**config.mk**
```make
export PLATFORM = sky130hd
export DESIGN_NAME = xor_checked_frame_receiver
export DESIGN_NICKNAME = d
export VERILOG_FILES = /design/src/xfr_pkg.sv /design/src/xfr_ctrl.sv /design/src/xfr_dp.sv /design/src/xor_checked_frame_receiver.sv
export SDC_FILE = /design/constraint.sdc
export NUM_CORES = 1
export LEC_CHECK = 0
export ABC_AREA = 1
export BUFFER_PORTS_ARGS = -buffer_cell sky130_fd_sc_hd__buf_2
export CAP_MARGIN = 30
export CORE_MARGIN = 2
export CORE_UTILIZATION = 40
export DETAILED_ROUTE_END_ITERATION = 7
export PLACE_DENSITY = 0.56
export SKIP_LAST_GASP = 1
export SLEW_MARGIN = 20
export SYNTH_ARGS = -nofsm -noshare
export SYNTH_HDL_FRONTEND = slang
export SYNTH_HIERARCHICAL = 1
export SYNTH_SLANG_ARGS = --single-unit
```
**constraint.sdc**
```tcl
create_clock -name clk -period 5.8 [get_ports clk]
set_input_delay 0.58 -clock clk [delete_from_list [all_inputs] [get_ports clk]]
set_output_delay 0.58 -clock clk [all_outputs]
set_load 0.01 [all_outputs]
```
**src/xfr_pkg.sv**
```systemverilog
`timescale 1ns / 1ps

package xfr_pkg;

	localparam int BYTE_W          = 8;
	localparam int LEN_W           = 6;
	localparam int ADDR_W          = 4;
	localparam int DATA_W          = 32;
	localparam int DEF_MAX_PAYLOAD = 32;

	// register indexes on the configuration port
	localparam logic [1:0] REG_START  = 2'd0;
	localparam logic [1:0] REG_END    = 2'd1;
	localparam logic [1:0] REG_MARKER = 2'd2;

	// register reset values
	localparam logic [BYTE_W-1:0] RST_START  = 8'd2;
	localparam logic [BYTE_W-1:0] RST_END    = 8'd3;
	localparam logic [BYTE_W-1:0] RST_MARKER = 8'd35;

	// frame field position
	localparam logic [1:0] FLD_COMMAND = 2'd0;
	localparam logic [1:0] FLD_PAYLOAD = 2'd2;

	typedef enum logic [1:0] {
		ST_IDLE,
		ST_READ,
		ST_SEND
	} state_t;

	// controller to datapath
	typedef struct packed {
		logic step;
		logic advance;
		logic clear;
	} cmd_t;

	// datapath to controller
	typedef struct packed {
		logic is_end;
		logic last;
	} sts_t;

endpackage

```
**src/xfr_ctrl.sv**
```systemverilog
`timescale 1ns / 1ps

module xfr_ctrl (
	input  logic          clk,
	input  logic          arst_n,
	input  logic          in_valid,
	output logic          in_ready,
	output logic          out_valid,
	input  logic          out_ready,
	input  xfr_pkg::sts_t sts,
	output xfr_pkg::cmd_t cmd
);
	import xfr_pkg::*;

	state_t state_q;
	state_t state_nxt;

	// state register
	always_ff @(posedge clk or negedge arst_n) begin
		if (!arst_n) begin
			state_q <= ST_IDLE;
		end else begin
			state_q <= state_nxt;
		end
	end

	// next state and commands
	always_comb begin
		state_nxt   = state_q;
		in_ready    = 1'b0;
		out_valid   = 1'b0;
		cmd.step    = 1'b0;
		cmd.advance = 1'b0;
		cmd.clear   = 1'b0;
		unique case (state_q)
			ST_IDLE: begin
				in_ready = 1'b1;
				if (in_valid) begin
					if (sts.is_end) begin
						state_nxt = ST_SEND;
					end else begin
						cmd.step = 1'b1;
					end
				end
			end
			ST_READ: begin
				state_nxt = ST_SEND;
			end
			ST_SEND: begin
				out_valid = 1'b1;
				if (out_ready) begin
					if (sts.last) begin
						cmd.clear = 1'b1;
						state_nxt = ST_IDLE;
					end else begin
						cmd.advance = 1'b1;
						state_nxt   = ST_READ;
					end
				end
			end
			default: begin
				state_nxt = ST_IDLE;
			end
		endcase
	end

endmodule

```
**src/xfr_dp.sv**
```systemverilog
`timescale 1ns / 1ps

module xfr_dp #(
	parameter int MAX_PAYLOAD = xfr_pkg::DEF_MAX_PAYLOAD
) (
	input  logic                        clk,
	input  logic                        arst_n,
	input  logic                        psel,
	input  logic                        penable,
	input  logic                        pwrite,
	input  logic [xfr_pkg::ADDR_W-1:0]  paddr,
	input  logic [xfr_pkg::DATA_W-1:0]  pwdata,
	output logic [xfr_pkg::DATA_W-1:0]  prdata,
	input  logic [xfr_pkg::BYTE_W-1:0]  rx_byte,
	input  xfr_pkg::cmd_t               cmd,
	output xfr_pkg::sts_t               sts,
	output logic [xfr_pkg::BYTE_W-1:0]  command_code,
	output logic                        frame_ok,
	output logic                        overflow,
	output logic                        has_byte,
	output logic [xfr_pkg::BYTE_W-1:0]  payload_byte,
	output logic [xfr_pkg::LEN_W-1:0]   payload_length,
	output logic                        last
);
	import xfr_pkg::*;

	localparam int CNT_W = $clog2(MAX_PAYLOAD + 1);
	localparam int AW    = (MAX_PAYLOAD > 1) ? $clog2(MAX_PAYLOAD) : 1;

	logic [BYTE_W-1:0] start_q;
	logic [BYTE_W-1:0] end_q;
	logic [BYTE_W-1:0] marker_q;

	logic              in_frame_q;
	logic [1:0]        field_q;
	logic [BYTE_W-1:0] xor_q;
	logic              marker_seen_q;
	logic              check_taken_q;
	logic [BYTE_W-1:0] check_q;
	logic [BYTE_W-1:0] command_q;
	logic [CNT_W-1:0]  cnt_q;
	logic              ovf_q;
	logic [CNT_W-1:0]  rd_idx_q;
	logic [BYTE_W-1:0] rdata_q;

	logic [BYTE_W-1:0] mem [MAX_PAYLOAD];

	logic [1:0] reg_idx;
	logic       cfg_wr;
	logic       is_marker;
	logic       room;
	logic       store_en;

	assign reg_idx   = paddr[3:2];
	assign cfg_wr    = psel && penable && pwrite;
	assign is_marker = (rx_byte == marker_q);
	assign room      = (cnt_q < CNT_W'(MAX_PAYLOAD));
	assign store_en  = cmd.step && in_frame_q && !marker_seen_q && !is_marker
	                   && (field_q == FLD_PAYLOAD) && room;

	// configuration registers
	always_ff @(posedge clk or negedge arst_n) begin
		if (!arst_n) begin
			start_q  <= RST_START;
			end_q    <= RST_END;
			marker_q <= RST_MARKER;
		end else if (cfg_wr) begin
			unique case (reg_idx)
				REG_START:  start_q  <= pwdata[BYTE_W-1:0];
				REG_END:    end_q    <= pwdata[BYTE_W-1:0];
				REG_MARKER: marker_q <= pwdata[BYTE_W-1:0];
				default: ;
			endcase
		end
	end

	// register readback
	always_comb begin
		unique case (reg_idx)
			REG_START:  prdata = DATA_W'(start_q);
			REG_END:    prdata = DATA_W'(end_q);
			REG_MARKER: prdata = DATA_W'(marker_q);
			default:    prdata = '0;
		endcase
	end

	// frame parse state
	always_ff @(posedge clk or negedge arst_n) begin
		if (!arst_n) begin
			in_frame_q    <= 1'b0;
			field_q       <= FLD_COMMAND;
			xor_q         <= '0;
			marker_seen_q <= 1'b0;
			check_taken_q <= 1'b0;
			check_q       <= '0;
			command_q     <= '0;
			cnt_q         <= '0;
			ovf_q         <= 1'b0;
		end else if (cmd.clear) begin
			in_frame_q    <= 1'b0;
			field_q       <= FLD_COMMAND;
			xor_q         <= '0;
			marker_seen_q <= 1'b0;
			check_taken_q <= 1'b0;
			check_q       <= '0;
			command_q     <= '0;
			cnt_q         <= '0;
			ovf_q         <= 1'b0;
		end else if (cmd.step) begin
			if (!in_frame_q) begin
				// outside a frame only the start symbol matters
				if (rx_byte == start_q) begin
					in_frame_q <= 1'b1;
				end
			end else if (marker_seen_q) begin
				// first byte after the marker is the check, rest ignored
				if (!check_taken_q) begin
					check_q       <= rx_byte;
					check_taken_q <= 1'b1;
				end
			end else begin
				if (field_q == FLD_COMMAND) begin
					command_q <= rx_byte;
				end
				if (is_marker) begin
					marker_seen_q <= 1'b1;
					field_q       <= FLD_PAYLOAD;
				end else begin
					xor_q <= xor_q ^ rx_byte;
					if (field_q != FLD_PAYLOAD) begin
						field_q <= 2'(field_q + 2'd1);
					end else if (room) begin
						cnt_q <= CNT_W'(cnt_q + 1'b1);
					end else begin
						ovf_q <= 1'b1;
					end
				end
			end
		end
	end

	// readout index
	always_ff @(posedge clk or negedge arst_n) begin
		if (!arst_n) begin
			rd_idx_q <= '0;
		end else if (cmd.clear) begin
			rd_idx_q <= '0;
		end else if (cmd.advance) begin
			rd_idx_q <= CNT_W'(rd_idx_q + 1'b1);
		end
	end

	// payload memory, one write and one registered read port
	always_ff @(posedge clk) begin
		if (store_en) begin
			mem[cnt_q[AW-1:0]] <= rx_byte;
		end
		rdata_q <= mem[rd_idx_q[AW-1:0]];
	end

	// check result
	always_comb begin
		frame_ok = 1'b0;
		if (in_frame_q && (field_q != FLD_COMMAND)) begin
			if (marker_seen_q) begin
				frame_ok = check_taken_q && (check_q == xor_q);
			end else begin
				frame_ok = (xor_q == '0);
			end
		end
	end

	// result fields
	assign command_code   = command_q;
	assign overflow       = ovf_q;
	assign has_byte       = (rd_idx_q < cnt_q);
	assign payload_byte   = has_byte ? rdata_q : '0;
	assign payload_length = LEN_W'(cnt_q);
	assign last           = (({1'b0, rd_idx_q} + 1'b1) >= {1'b0, cnt_q});

	assign sts.is_end = (rx_byte == end_q);
	assign sts.last   = last;

endmodule

```
**src/xor_checked_frame_receiver.sv**
```systemverilog
`timescale 1ns / 1ps
// a byte that closes no frame is taken and in_ready stays high
// throughput: one byte per cycle while no frame ends
// on the end symbol the first result is valid in the next cycle; each further
// result passes the read state once the previous one is taken (one payload
// memory read port); input is held off during readout; reset clears the frame
// state and restores the symbol registers, the payload memory is not cleared
module xor_checked_frame_receiver #(
	parameter int MAX_PAYLOAD = xfr_pkg::DEF_MAX_PAYLOAD
) (
	input  logic                        clk,
	input  logic                        arst_n,
	input  logic                        psel,
	input  logic                        penable,
	input  logic                        pwrite,
	input  logic [xfr_pkg::ADDR_W-1:0]  paddr,
	input  logic [xfr_pkg::DATA_W-1:0]  pwdata,
	output logic [xfr_pkg::DATA_W-1:0]  prdata,
	output logic                        pready,
	input  logic                        in_valid,
	output logic                        in_ready,
	input  logic [xfr_pkg::BYTE_W-1:0]  rx_byte,
	output logic                        out_valid,
	input  logic                        out_ready,
	output logic [xfr_pkg::BYTE_W-1:0]  command_code,
	output logic                        frame_ok,
	output logic                        overflow,
	output logic                        has_byte,
	output logic [xfr_pkg::BYTE_W-1:0]  payload_byte,
	output logic [xfr_pkg::LEN_W-1:0]   payload_length,
	output logic                        last
);
	import xfr_pkg::*;

	cmd_t cmd;
	sts_t sts;

	assign pready = 1'b1;

	// sequencer
	xfr_ctrl u_ctrl (
		.clk       (clk),
		.arst_n    (arst_n),
		.in_valid  (in_valid),
		.in_ready  (in_ready),
		.out_valid (out_valid),
		.out_ready (out_ready),
		.sts       (sts),
		.cmd       (cmd)
	);

	// parser, payload buffer and registers
	xfr_dp #(
		.MAX_PAYLOAD (MAX_PAYLOAD)
	) u_dp (
		.clk            (clk),
		.arst_n         (arst_n),
		.psel           (psel),
		.penable        (penable),
		.pwrite         (pwrite),
		.paddr          (paddr),
		.pwdata         (pwdata),
		.prdata         (prdata),
		.rx_byte        (rx_byte),
		.cmd            (cmd),
		.sts            (sts),
		.command_code   (command_code),
		.frame_ok       (frame_ok),
		.overflow       (overflow),
		.has_byte       (has_byte),
		.payload_byte   (payload_byte),
		.payload_length (payload_length),
		.last           (last)
	);

`ifndef SYNTH
	// no byte is taken while a frame is being read out
	a_no_overlap: assert property (@(posedge clk) disable iff (!arst_n)
		out_valid |-> !in_ready)
		else $error("input ready during readout");

	// the final item of a frame returns the block to taking bytes
	a_last_returns: assert property (@(posedge clk) disable iff (!arst_n)
		(out_valid && out_ready && last) |=> (in_ready && !out_valid))
		else $error("block did not return to idle after last item");

	// an item without a payload byte can only be the final one
	a_empty_is_last: assert property (@(posedge clk) disable iff (!arst_n)
		(out_valid && !has_byte) |-> last)
		else $error("empty item not marked last");

	// a frame end starts readout on the next cycle
	a_end_starts: assert property (@(posedge clk) disable iff (!arst_n)
		(in_valid && in_ready && sts.is_end) |=> out_valid)
		else $error("end symbol did not start readout");
`endif

endmodule
```
* After elaboration in Yosys (flattened, before gate mapping)
Memory sizes are Yosys's and may differ from the RTL's. A register that Yosys moved wholly into a read port is not among the register bits.
Cells that the tools add are included.
** Operators by class
- Add/subtract/negate cells :: 4
- Multiply operators :: 0
- Div/mod/pow operators :: 0
- Order comparisons :: 3
- Equal/unequal tests :: 18
- Shifts and indexed selects :: 0
- Multiplexer cells :: 70
- Bitwise gates (word level) :: 1
- Reductions and logical operators :: 35
** Operators by type and width (number)
- 8-bit two-way mux :: 16
- 6-bit two-way mux :: 9
- 8-bit == test :: 4
- 1-bit two-way mux :: 32
- 8-bit one-hot mux with 3 select lines :: 1
- 2-bit two-way mux :: 11
- 2-bit inequality test, second input constant :: 9
- 4-bit AND reduction :: 4
- 2-bit nonzero test :: 7
- 6-bit by 1-bit adder with 6-bit output, second input constant :: 2
- 6-bit AND reduction :: 2
- 1-bit logical AND :: 9
- 8-bit zero test :: 1
- 2-bit AND reduction :: 4
- 8-bit bitwise XOR :: 1
- 6-bit by 1-bit adder with 7-bit output, second input constant :: 1
- 7-bit by 6-bit greater-or-equal comparator with 1-bit output :: 1
- 2-bit == test, second input constant :: 3
- 2-bit zero test :: 3
- 6-bit less-than comparator :: 1
- 6-bit less-than comparator, second input constant :: 1
- 2-bit one-hot mux with 3 select lines :: 1
- 3-bit AND reduction :: 2
- 2-bit by 1-bit == test with 1-bit output, second input constant :: 2
- 3 further kinds :: 4
** Word-level totals
- Register bits :: 68
- Latch bits :: 0
- Memory bits (writable) :: 256
- Memory bits (read-only) :: 0
- Input bits :: 51
- Output and inout bits :: 61
- Logic and storage cells :: 146
- Memories :: 1
** Memories
- u_dp.mem :: depth 32, bits a word 8, read ports 1, clocked after Yosys merged registers in 1, write ports 1, line xfr_dp.sv:46 : logic [BYTE_W-1:0] mem [MAX_PAYLOAD];

* Logic depth before layout (Yosys ltp)
Gate-level depths: netlist (run 1).
- Depth after elaboration :: 11
- Gate-level depth with buffers :: 20

* Cells and area by module
Netlist (run 1), hierarchy kept.
** By module, submodules not included
- xfr_dp :: instances 1, cells each 1359, area each 14586.5 sq um, seq. area each 9506.6 sq um
- xfr_ctrl :: instances 1, cells each 19, area each 122.6 sq um, seq. area each 50.0 sq um
- xor_checked_frame_receiver :: instances 1, cells each 2, area each 11.3 sq um, seq. area each 0.0 sq um

* Worst setup path after synthesis (run 1)
Ideal clock, no wire load.
- Path type :: reg-to-reg
- Start point :: register u_dp.rd_idx_q[0]
- End point :: register u_dp.command_q[2], in the netlist u_dp/command_code[2]
- Library setup time :: 125 ps
- Data arrival time :: 2966 ps
- Path slack :: 2709 ps
- Stages on the path, launching flop included :: 18
- Path buffers :: 4
- Path through :: dfrtp_1 > buf_2 > buf_2 > nand4_1 > xor2_1 > inv_1 > ha_1 > inv_1 > nor2_1 > o21ai_0 > nand4_1 > buf_4 > nand2_1 > nor2_1 > clkbuf_1 > inv_2 > nand2_2 > mux2_2
** RTL lines
- start, declared :: line xfr_dp.sv:43 : logic [CNT_W-1:0] rd_idx_q;
- start signal, assigned :: line xfr_dp.sv:149 : rd_idx_q <= CNT_W'(rd_idx_q + 1'b1);
- end signal, assigned :: line xfr_dp.sv:123 : command_q <= rx_byte;
- end, declared :: line xfr_dp.sv:40 : logic [BYTE_W-1:0] command_q;

* Worst setup path in the final report (run 1)
- Start point :: register u_dp.rd_idx_q[0]
- End point :: output payload_byte[7] (netlist name)
** On the way
- Word-level cells in the longest chain between the ends :: 2
** Ends and longest elaborated chain
- 6-bit less-than comparator :: line xfr_dp.sv:176 : assign has_byte = (rd_idx_q < cnt_q);
- 8-bit two-way mux :: line xfr_dp.sv:177 : assign payload_byte = has_byte ? rdata_q : '0;
- end, declared :: line xor_checked_frame_receiver.sv:29 : output logic [xfr_pkg::BYTE_W-1:0] payload_byte,
Every way passes these cells.

==> results of run 1 <==
stage by stage:
| step | total power, mW | cell area [sq um] | hold slack [ns] |
|---|---|---|---|
| floorplan | 4.29 | 14800 | 0.284 |
| global placement | 4.93 | 15400 | 0.486 |
| detailed placement | 4.95 | 15400 | 0.495 |
| CTS | 7.25 | 16500 | 0.124 |
| global route | 7.58 | 16500 | 0.143 |
| finish | 7.17 | 16500 | 0.0986 |
sequential cells by signal (all words and copies together), names as in the netlist:
signal	flops
u_dp/rd_idx_q	6
u_dp/check_q	8
u_dp/payload_length	6
u_dp/field_q	2
u_dp/start_q	8
u_dp/marker_q	8
u_ctrl/state_q	2
u_dp/marker_seen_q	1
u_dp/check_taken_q	1
u_dp/in_frame_q	1
u_dp/mem	256
u_dp/end_q	8
u_dp/command_code	8
u_dp/overflow	1
u_dp/rdata_q	8
u_dp/xor_q	8
report_power, final:
part           switching [mW]  internal (mW)  leakage (nW)
Sequential              0.208           2.76          3.23
Combinational            1.30          0.629          2.70
Clock                   0.925           1.35         0.577
Total                    2.43           4.74          6.50
layout make-up:
class / instances / share of cell area (%)
sequential: 332 / 57.8
multi-input combinational: 894 / 26.8
clock buffer: 49 / 6.06
tap: 468 / 3.54
timing repair buffer: 79 / 2.68
inverter: 89 / 2.07
clock inverter: 18 / 1.05
path summary, 6_finish.rpt:
path                                               endpoint  slack, ns                         start  cells after the start
setup reg to reg           u_dp/command_code[3]$_DFFE_PN0P_       1.65  u_dp/rd_idx_q[0]$_DFFE_PN0P_                     13
hold reg to reg                u_dp/marker_q[0]$_DFFE_PN1P_       0.50  u_dp/marker_q[0]$_DFFE_PN1P_                      2
min in group clk                u_dp/start_q[1]$_DFFE_PN1P_       0.31                     pwdata[1]                      3
setup / recovery                            payload_byte[7]       1.54  u_dp/rd_idx_q[0]$_DFFE_PN0P_                      9
hold / removal                 u_dp/rd_idx_q[4]$_DFFE_PN0P_        0.1                        arst_n                      1
max in group asynchronous      u_dp/marker_q[5]$_DFFE_PN1P_       4.69                        arst_n                      2
cells in the mapped netlist, types with 3 or more instances:
| cell type | count | area share, % |
|---|---|---|
| nand3_1 | 35 | 1.2 |
| nor4_1 | 3 | 0.13 |
| inv_2 | 7 | 0.18 |
| inv_1 | 80 | 2.0 |
| dfxtp_1 | 8 | 1.1 |
| clkbuf_1 | 28 | 0.71 |
| a21oi_1 | 53 | 1.8 |
| xnor2_1 | 10 | 0.59 |
| nand2_1 | 286 | 7.3 |
| nor2_2 | 4 | 0.17 |
| edfxtp_1 | 256 | 52 |
| o31ai_1 | 7 | 0.36 |
| o22ai_1 | 38 | 1.6 |
| a21boi_0 | 18 | 0.92 |
| mux2i_1 | 8 | 0.54 |
| nand2_2 | 3 | 0.13 |
| dfrtp_1 | 62 | 11 |
| buf_2 | 24 | 0.82 |
| ha_1 | 19 | 1.6 |
| nand3_4 | 3 | 0.36 |
| xor2_1 | 15 | 0.89 |
| o211ai_1 | 8 | 0.41 |
| buf_1 | 3 | 0.076 |
| a21boi_1 | 6 | 0.31 |
| o21ai_1 | 9 | 0.31 |
| dfstp_2 | 6 | 1.1 |
| nor3_1 | 7 | 0.24 |
| buf_4 | 30 | 1.5 |
| o21ai_0 | 137 | 4.7 |
| nand4_1 | 13 | 0.55 |
| nor2_1 | 174 | 4.4 |
layer usage:
metal	vias up	GRT usage, %	wire length (microns)
met3	56	3.70	2750
met5	-	0	0
met2	328	32.0	17600
met4	0	5.19	824
met1	4817	27.5	16500
li1	4798	-	-
worst max-delay path: cells and delay by family (launching register included):
kind | cells | cell delay [ns]
adders and majority gates | 1 | 0.46
AOI/OAI and AO/OA | 1 | 0.13
buffers and inverters | 4 | 1.28
DFF | 1 | 0.91
and+or+nand+nor | 3 | 0.35
kinds of logic after synthesis:
logic type / after synthesis / share of synthesized area [%]
AO/OA/AOI/OAI: 278 / 10.5
other: 2 / 0.0510
flip-flops: 332 / 64.9
AND/OR/NAND/NOR: 537 / 15.1
buffers and inverters: 177 / 5.60
XOR/XNOR: 25 / 1.49
multiplexers: 10 / 0.697
adder cells (fa/ha/maj): 19 / 1.61
==> results.tsv, run 1 <==
metric	value	unit
clk_pin_slew_worst_paths	0.06	ns
postCtsHoldBufs	0	
period_needed	4.26	ns
cts_max_level	2	
num_io_pins	112	
path_max_fanout	61	
cts-root-buf	clkbuf_16	
cts_sinks	332	
mostFrequentLayoutCell	nand2_1	
yosysSeqAreaShare	64.9	%
cp.arrival	3.68	ns
cpPeakStageDelay	0.91	ns
synth-main-ff-cell	edfxtp_1	
crit_chain	clkinv_2 -> ha_1 -> nor2_1 -> o2111ai_1 -> inv_1 -> nor2_1 -> inv_1 -> nor2_1 -> buf_2	
nNetsFinal	1503	
drt-wirelength-per-cell	19.6	microns
hold_class	primary input to async pin	
die_w	196	microns
drt-pass1-iter-count	5	
initialDrtViolationCount	1011	
fp-row-count	70	
nFillCells	3411	
slew_headroom	36.4	%
drt-vias-per-instance	5.18	
wl	37.7	mm
setup_viol	0	
synth_area	14700	sq um
vias	9999	
worstMarginPinSlew	0.951	ns
dpl_worst_slack	1.66	ns
die_h	196	microns
drc_errors	0	
ant_nets	0	
clockBufferDepth	3	
drive_gt1_share	11.2	%
powerDensity	434	nW/um^2
rsz0062_at_grt	false	
critPathKind	flop to primary output	
vdd_drop_max	0.000276	V
start_util	40.4	%
fp.coreArea	36400	sq um
postCtsSetupBuffers	0	
required	5.22	ns
crit_path_start_kind	flop	
place.gp.congestion	0.840	
cpMostUsedCell	nor2_1	
setup_slack	1.54	ns
grt_overflow	0	
fmax	0.235	GHz
status	complete, no violations	
post-route-util	45.4	%
period_share	73.4	%
netlist_instances	1380	
end_kind	primary output	
port_buffers	60	
cts_resized	0	
synth_cell_types	46	
clock_latency	0.52	ns
fin_tns_setup	0	ns
grt_pass1_vias	9599	
final_cells	1929	
syn_area_per_cell	10.7	sq um
post-dp-hpwl	23.4	mm
hold_viol	0	
slowest_stage	dfrtp_4	
areaGrowthSynthToFinish	12.3	%
skew	0.0159	ns
grt_max_degree	83	
grt_antenna_before_repair	2	
ys_ff_latch	332	
regArea	9560	sq um
report.final.slew_viol_count	0	
synth-edff-count	256	
cap_violations	0	
diodes	0	
placed_cells	1862	
cts_tree	yes	
cts_made_buffers	37	
ys_warn_count	6	
async_reset_ff_share	20.5	%
leakage	6.50	nW
die_area	38400	sq um
grt_first_pass_wirelength	57.4	mm
most-common-layout-cells	nand2_1, edfxtp_1, nor2_1	
multi_input_area	4430	sq um
grtUsageTotal	19.8	%
Power figures use the tool's default switching activity.
==> run 2, diff against run 1 <==
--- a/config.mk
+++ b/config.mk
@@ -11,7 +11,7 @@
 export CORE_MARGIN = 2
 export CORE_UTILIZATION = 40
 export DETAILED_ROUTE_END_ITERATION = 7
-export PLACE_DENSITY = 0.56
+export PLACE_DENSITY = 0.58
 export SKIP_LAST_GASP = 1
 export SLEW_MARGIN = 20
 export SYNTH_ARGS = -nofsm -noshare
==> constraint.sdc (replaced) <==
create_clock -name clk -period 3.7 [get_ports clk]
set_input_delay 0.37 -clock clk [delete_from_list [all_inputs] [get_ports clk]]
set_output_delay 0.37 -clock clk [all_outputs]
set_load 0.01 [all_outputs]
==> run 2 against run 1 <==
Net effect:
- critical endpoint is now u_dp/command_code[2]$_DFFE_PN0P_
- combinational power up 62%
- sequential share of layout area down 1.3 points
- register-to-register slack got worse by 1.1 ns
- power up 60%
- clock-buffer cell count stayed put
- largest cell class unchanged
==> results.tsv, run 2 (synthesis results as in run 1) <==
metric	value	unit
drc_errors	0	
cap_violations	0	
crit_path_start_kind	flop	
postCtsHoldBufs	1	
leakage	6.76	nW
grt_pass1_vias	9784	
grt_overflow	0	
cts_resized	0	
r2r_setup_slack	0.54	ns
most-common-layout-cells	nand2_1, edfxtp_1, nor2_1	
place.gp.congestion	0.849	
drive_gt1_share	13.9	%
grt_max_degree	110	
required	4.11	ns
port_buffers	60	
clock_latency	0.53	ns
final_cells	1968	
grt_antenna_before_repair	2	
multi_input_area	4430	sq um
rsz0062_at_grt	false	
fp.coreArea	36400	sq um
cts-root-buf	clkbuf_16	
regToRegEndpoint	u_dp/command_code[2]$_DFFE_PN0P_	
whs	0.0981	ns
worstMarginPinSlew	0.890	ns
regArea	9560	sq um
report.final.slew_viol_count	0	
critPathKind	flop to flop	
nFillCells	3382	
diodes	0	
grt_first_pass_wirelength	56.6	mm
post-dp-hpwl	23.6	mm
powerDensity	679	nW/um^2
mostFrequentLayoutCell	nand2_1	
path_max_fanout	28	
status	complete, no violations	
placed_cells	1897	
grtUsageTotal	19.5	%
nNetsFinal	1540	
end_kind	flop	
die_h	196	microns
startpoint	u_dp/rd_idx_q[0]$_DFFE_PN0P_	
top_layer	met4	
cts_max_level	2	
hold_class	primary input to flop	
r2r-start	u_dp/rd_idx_q[0]$_DFFE_PN0P_	
skew	0.0200	ns
slew_headroom	40.6	%
die_w	196	microns
die_area	38400	sq um
r2r_cells	14	
cts_tree	yes	
start_util	40.4	%
drt-pass1-iter-count	5	
initialDrtViolationCount	924	
cts_made_buffers	38	
clk_pin_slew_worst_paths	0.06	ns
wl	37.4	mm
vdd_drop_max	0.000292	V
cts_sinks	332	
critPathCapture	u_dp/command_code[2]$_DFFE_PN0P_	
areaGrowthSynthToFinish	14.9	%
fmax	0.316	GHz
cp.arrival	3.57	ns
postCtsSetupBuffers	0	
clockBufferDepth	3	
period_needed	3.16	ns
setup_viol	0	
power	11.5	mW
fin_tns_setup	0	ns
drt-wirelength-per-cell	19.0	microns
ant_nets	0	
fp-row-count	70	
num_io_pins	112	
dr_wl_met2	17.6	mm
dr_wl_met3	2.29	mm
period_share	85.5	%
largest_register_ffs	256	
vias	10200	
hold_viol	0	
drt-vias-per-instance	5.16	
wl_met1	16.4	mm
[run 2: changes by cell type in the layout (fill, tap and decap cells not counted), sizes merged]
cell         before  now
buf              79  114
dlygate4sd3       0    1
clkinv           16   17
inv              88   89
bufinv            3    4
[run 2: worst min path at each step]
stage,start,to,slack (ns),cells after the start
2_1_floorplan,arst_n,u_ctrl/state_q[0]$_DFFE_PN0P_,0.07,0
3_3_place_gp,u_dp/check_q[6]$_DFFE_PN0P_,u_dp/check_q[6]$_DFFE_PN0P_,0.49,2
3_5_place_dp,arst_n,u_dp/marker_q[2]$_DFFE_PN0P_,0.35,1
4_1_cts,pwdata[1],u_dp/end_q[1]$_DFFE_PN1P_,0.09,3
5_1_grt,pwdata[1],u_dp/end_q[1]$_DFFE_PN1P_,0.10,3
6_report,pwdata[1],u_dp/end_q[1]$_DFFE_PN1P_,0.1,3
[run 2: worst max-delay path, stage by stage, from the launching register on]
cell and delay [ns]:
dfrtp_4 0.56, ha_1 0.25, nand4_1 0.16, nand2_1 0.16
inv_1 0.05, ha_1 0.31, nand2_1 0.08, inv_1 0.04
o21ai_0 0.17, nand4_1 0.20, nand2_1 0.11, nor2_1 0.06
inv_2 0.35, nand2_2 0.22, mux2_2 0.31
[run 2: per-stage QoR]
step	area, sq um	worst slack [ns]	utilization (%)
2_1_floorplan	14800	0.609	-
3_3_place_gp	15600	0.668	42.9
3_5_place_dp	15600	0.627	42.9
4_1_cts	16900	0.482	46.4
5_1_grt	16900	0.267	46.4
6_report	16900	0.537	46.4
[run 2: layout make-up]
class,count,share of cell area [%]
multi-input cells,894,26.2
well taps,468,3.46
clock inverters,21,1.33
inverters,89,2.03
repair buffers,115,4.38
clock buffers,49,6.11
flip-flops and latches,332,56.5
[run 2: metal layers]
| metal | vias up | GRT usage (%) |
|---|---|---|
| met5 | - | 0 |
| li1 | 4879 | - |
| met2 | 323 | 31.8 |
| met4 | 0 | 6.79 |
| met3 | 76 | 3.08 |
| met1 | 4872 | 26.6 |
[run 2: where the power goes]
part | switching (mW) | total [mW] | internal (mW)
registers | 0.265 | 4.59 | 4.33
logic | 2.11 | 3.12 | 1.01
clock network | 1.49 | 3.76 | 2.27
==> run 3, diff against run 2 <==
--- a/config.mk
+++ b/config.mk
@@ -11,9 +11,8 @@
 export CORE_MARGIN = 2
 export CORE_UTILIZATION = 40
 export DETAILED_ROUTE_END_ITERATION = 7
-export PLACE_DENSITY = 0.58
+export PLACE_DENSITY = 0.56
 export SKIP_LAST_GASP = 1
-export SLEW_MARGIN = 20
 export SYNTH_ARGS = -nofsm -noshare
 export SYNTH_HDL_FRONTEND = slang
 export SYNTH_HIERARCHICAL = 1
==> constraint.sdc (replaced) <==
create_clock -name clk -period 3.9 [get_ports clk]
set_input_delay 0.39 -clock clk [delete_from_list [all_inputs] [get_ports clk]]
set_output_delay 0.39 -clock clk [all_outputs]
set_load 0.01 [all_outputs]
==> run 3 against run 2 <==
Net effect:
- global-route usage grew 0.44 points
- critical path depth down 4
- non-clock buffer count is 8 lower
- clock power decreased by 7.7%
- sequential power shrank 5.0%
- clock skew grew 0.0070 ns
- worst setup slack better by 0.019 ns
- design area shrank 0.68%
- flip-flop and latch count unchanged
- die area unchanged
- routed wire length increased by 2.1%
- largest cell class unchanged
==> results.tsv, run 3 (synthesis results as in run 1) <==
metric	value	unit
grt_max_degree	73	
crit_path_start_kind	flop	
period_needed	3.34	ns
worstMarginPinSlew	0.873	ns
grt_overflow	0	
die_area	38400	sq um
clock_latency	0.54	ns
required	3.51	ns
slew_headroom	41.7	%
most-common-layout-cells	nand2_1, edfxtp_1, nor2_1	
vdd_drop_max	0.000304	V
nFillCells	3432	
cap_violations	0	
grt_antenna_before_repair	5	
power_frac_clock	32.2	%
status	complete, no violations	
whs	0.116	ns
mostFrequentLayoutCell	nand2_1	
end_kind	primary output	
initialDrtViolationCount	828	
drt-wirelength-per-cell	19.5	microns
cp.arrival	2.95	ns
drive_gt1_share	13.4	%
place.gp.congestion	0.843	
multi_input_area	4430	sq um
hold_viol	0	
clk_pin_slew_worst_paths	0.06	ns
hold_start	pwdata[1]	
swShare	33.9	%
cts_max_level	2	
nNetsFinal	1532	
seq_power_share	40.5	%
p_switching	3.65	mW
cts_made_buffers	38	
leakage	6.69	nW
drc_errors	0	
path_max_fanout	26	
regArea	9560	sq um
report.final.slew_viol_count	0	
pwr-share-comb	27.3	%
critPathKind	flop to primary output	
cts-root-buf	clkbuf_16	
setup_viol	0	
ant_nets	0	
hold_class	primary input to flop	
drt-pass1-iter-count	6	
fin_tns_setup	0	ns
die_h	196	microns
drt-vias-per-instance	5.10	
cts_sinks	332	
fp.coreArea	36400	sq um
period_share	85.8	%
startpoint	u_dp/rd_idx_q[1]$_DFFE_PN0P_	
rsz0062_at_grt	false	
start_util	40.4	%
skew	0.0270	ns
largest_register_ffs	256	
fmax	0.299	GHz
areaGrowthSynthToFinish	14.1	%
clockBufferDepth	3	
vias	9987	
die_w	196	microns
grt_pass1_vias	9683	
num_io_pins	112	
wl	38.2	mm
port_buffers	60	
fp-row-count	70	
grt_first_pass_wirelength	57.9	mm
post-dp-hpwl	23.9	mm
p_int	7.13	mW
cts_tree	yes	
grtUsageTotal	19.9	%
powerDensity	641	nW/um^2
diodes	0	
r2r-start	u_dp/rd_idx_q[1]$_DFFE_PN0P_	
## run 3: metal layers
layer  global-route usage [%]  share of wire, %  vias to the layer above
li1                         -                 -                     4869
met1                     27.5                45                     4792
met2                     32.3                47                      260
met3                     3.68               5.9                       66
met4                     5.70               2.3                        0
met5                        0                 0                        -
## run 3: final cells by class
type	count	area share, %
flip-flops and latches	332	56.9
inverters	89	2.04
clock buffers	48	6.07
multi-input cells	894	26.3
well taps	468	3.49
clock inverters	22	1.24
repair buffers	107	3.90
## run 3: worst paths after layout
check                                              endpoint  slack [ns]  cells after the start
setup / recovery                            payload_byte[7]        0.56                     10
hold / removal                  u_dp/start_q[1]$_DFFE_PN1P_        0.12                      3
setup reg to reg           u_dp/command_code[2]$_DFFE_PN0P_        0.72                     15
hold reg to reg                u_dp/marker_q[5]$_DFFE_PN1P_        0.50                      2
max in group asynchronous  u_dp/command_code[5]$_DFFE_PN0P_        2.47                      3
min in group asynchronous       u_dp/start_q[2]$_DFFE_PN0P_        0.42                      2
## run 3: timing repair
| action | CTS | global route |
|---|---|---|
| hold endpoints to repair | 24 | 0 |
| hold buffers | 1 | 0 |
| setup endpoints to repair | 0 | 0 |
| buffers inserted | 0 | 0 |
| resized for setup | 0 | 0 |
## run 3: worst max-delay path, cell delays in order, from the launching register on
cell and delay, ns:
dfrtp_1 0.55, buf_4 0.39, ha_1 0.30, inv_1 0.06
nor2_1 0.03, o2111ai_1 0.16, inv_1 0.05, nor2_1 0.25
inv_1 0.25, nor2_1 0.23, buf_2 0.17
## run 3: power by group through the flow
stage	Clock (mW)	Sequential, mW	Combinational [mW]
after CTS	3.55	4.36	2.97
after floorplan	0	4.35	2.02
after global placement	0	4.42	2.93
final	3.47	4.36	2.94
after detailed placement	0	4.43	2.96
after global routing	3.69	4.39	3.31
## run 3: through the flow
stage	power [mW]	cells	util, %	worst slack [ns]	instance area (sq um)
finish	10.8	1960	46.1	0.556	16800
detailed placement	7.39	1889	42.7	0.675	15600
floorplan	6.38	1403	-	0.809	14800
CTS	10.9	1960	46.1	0.466	16800
global route	11.4	1960	46.1	0.300	16800
global placement	7.35	1889	42.7	0.740	15600
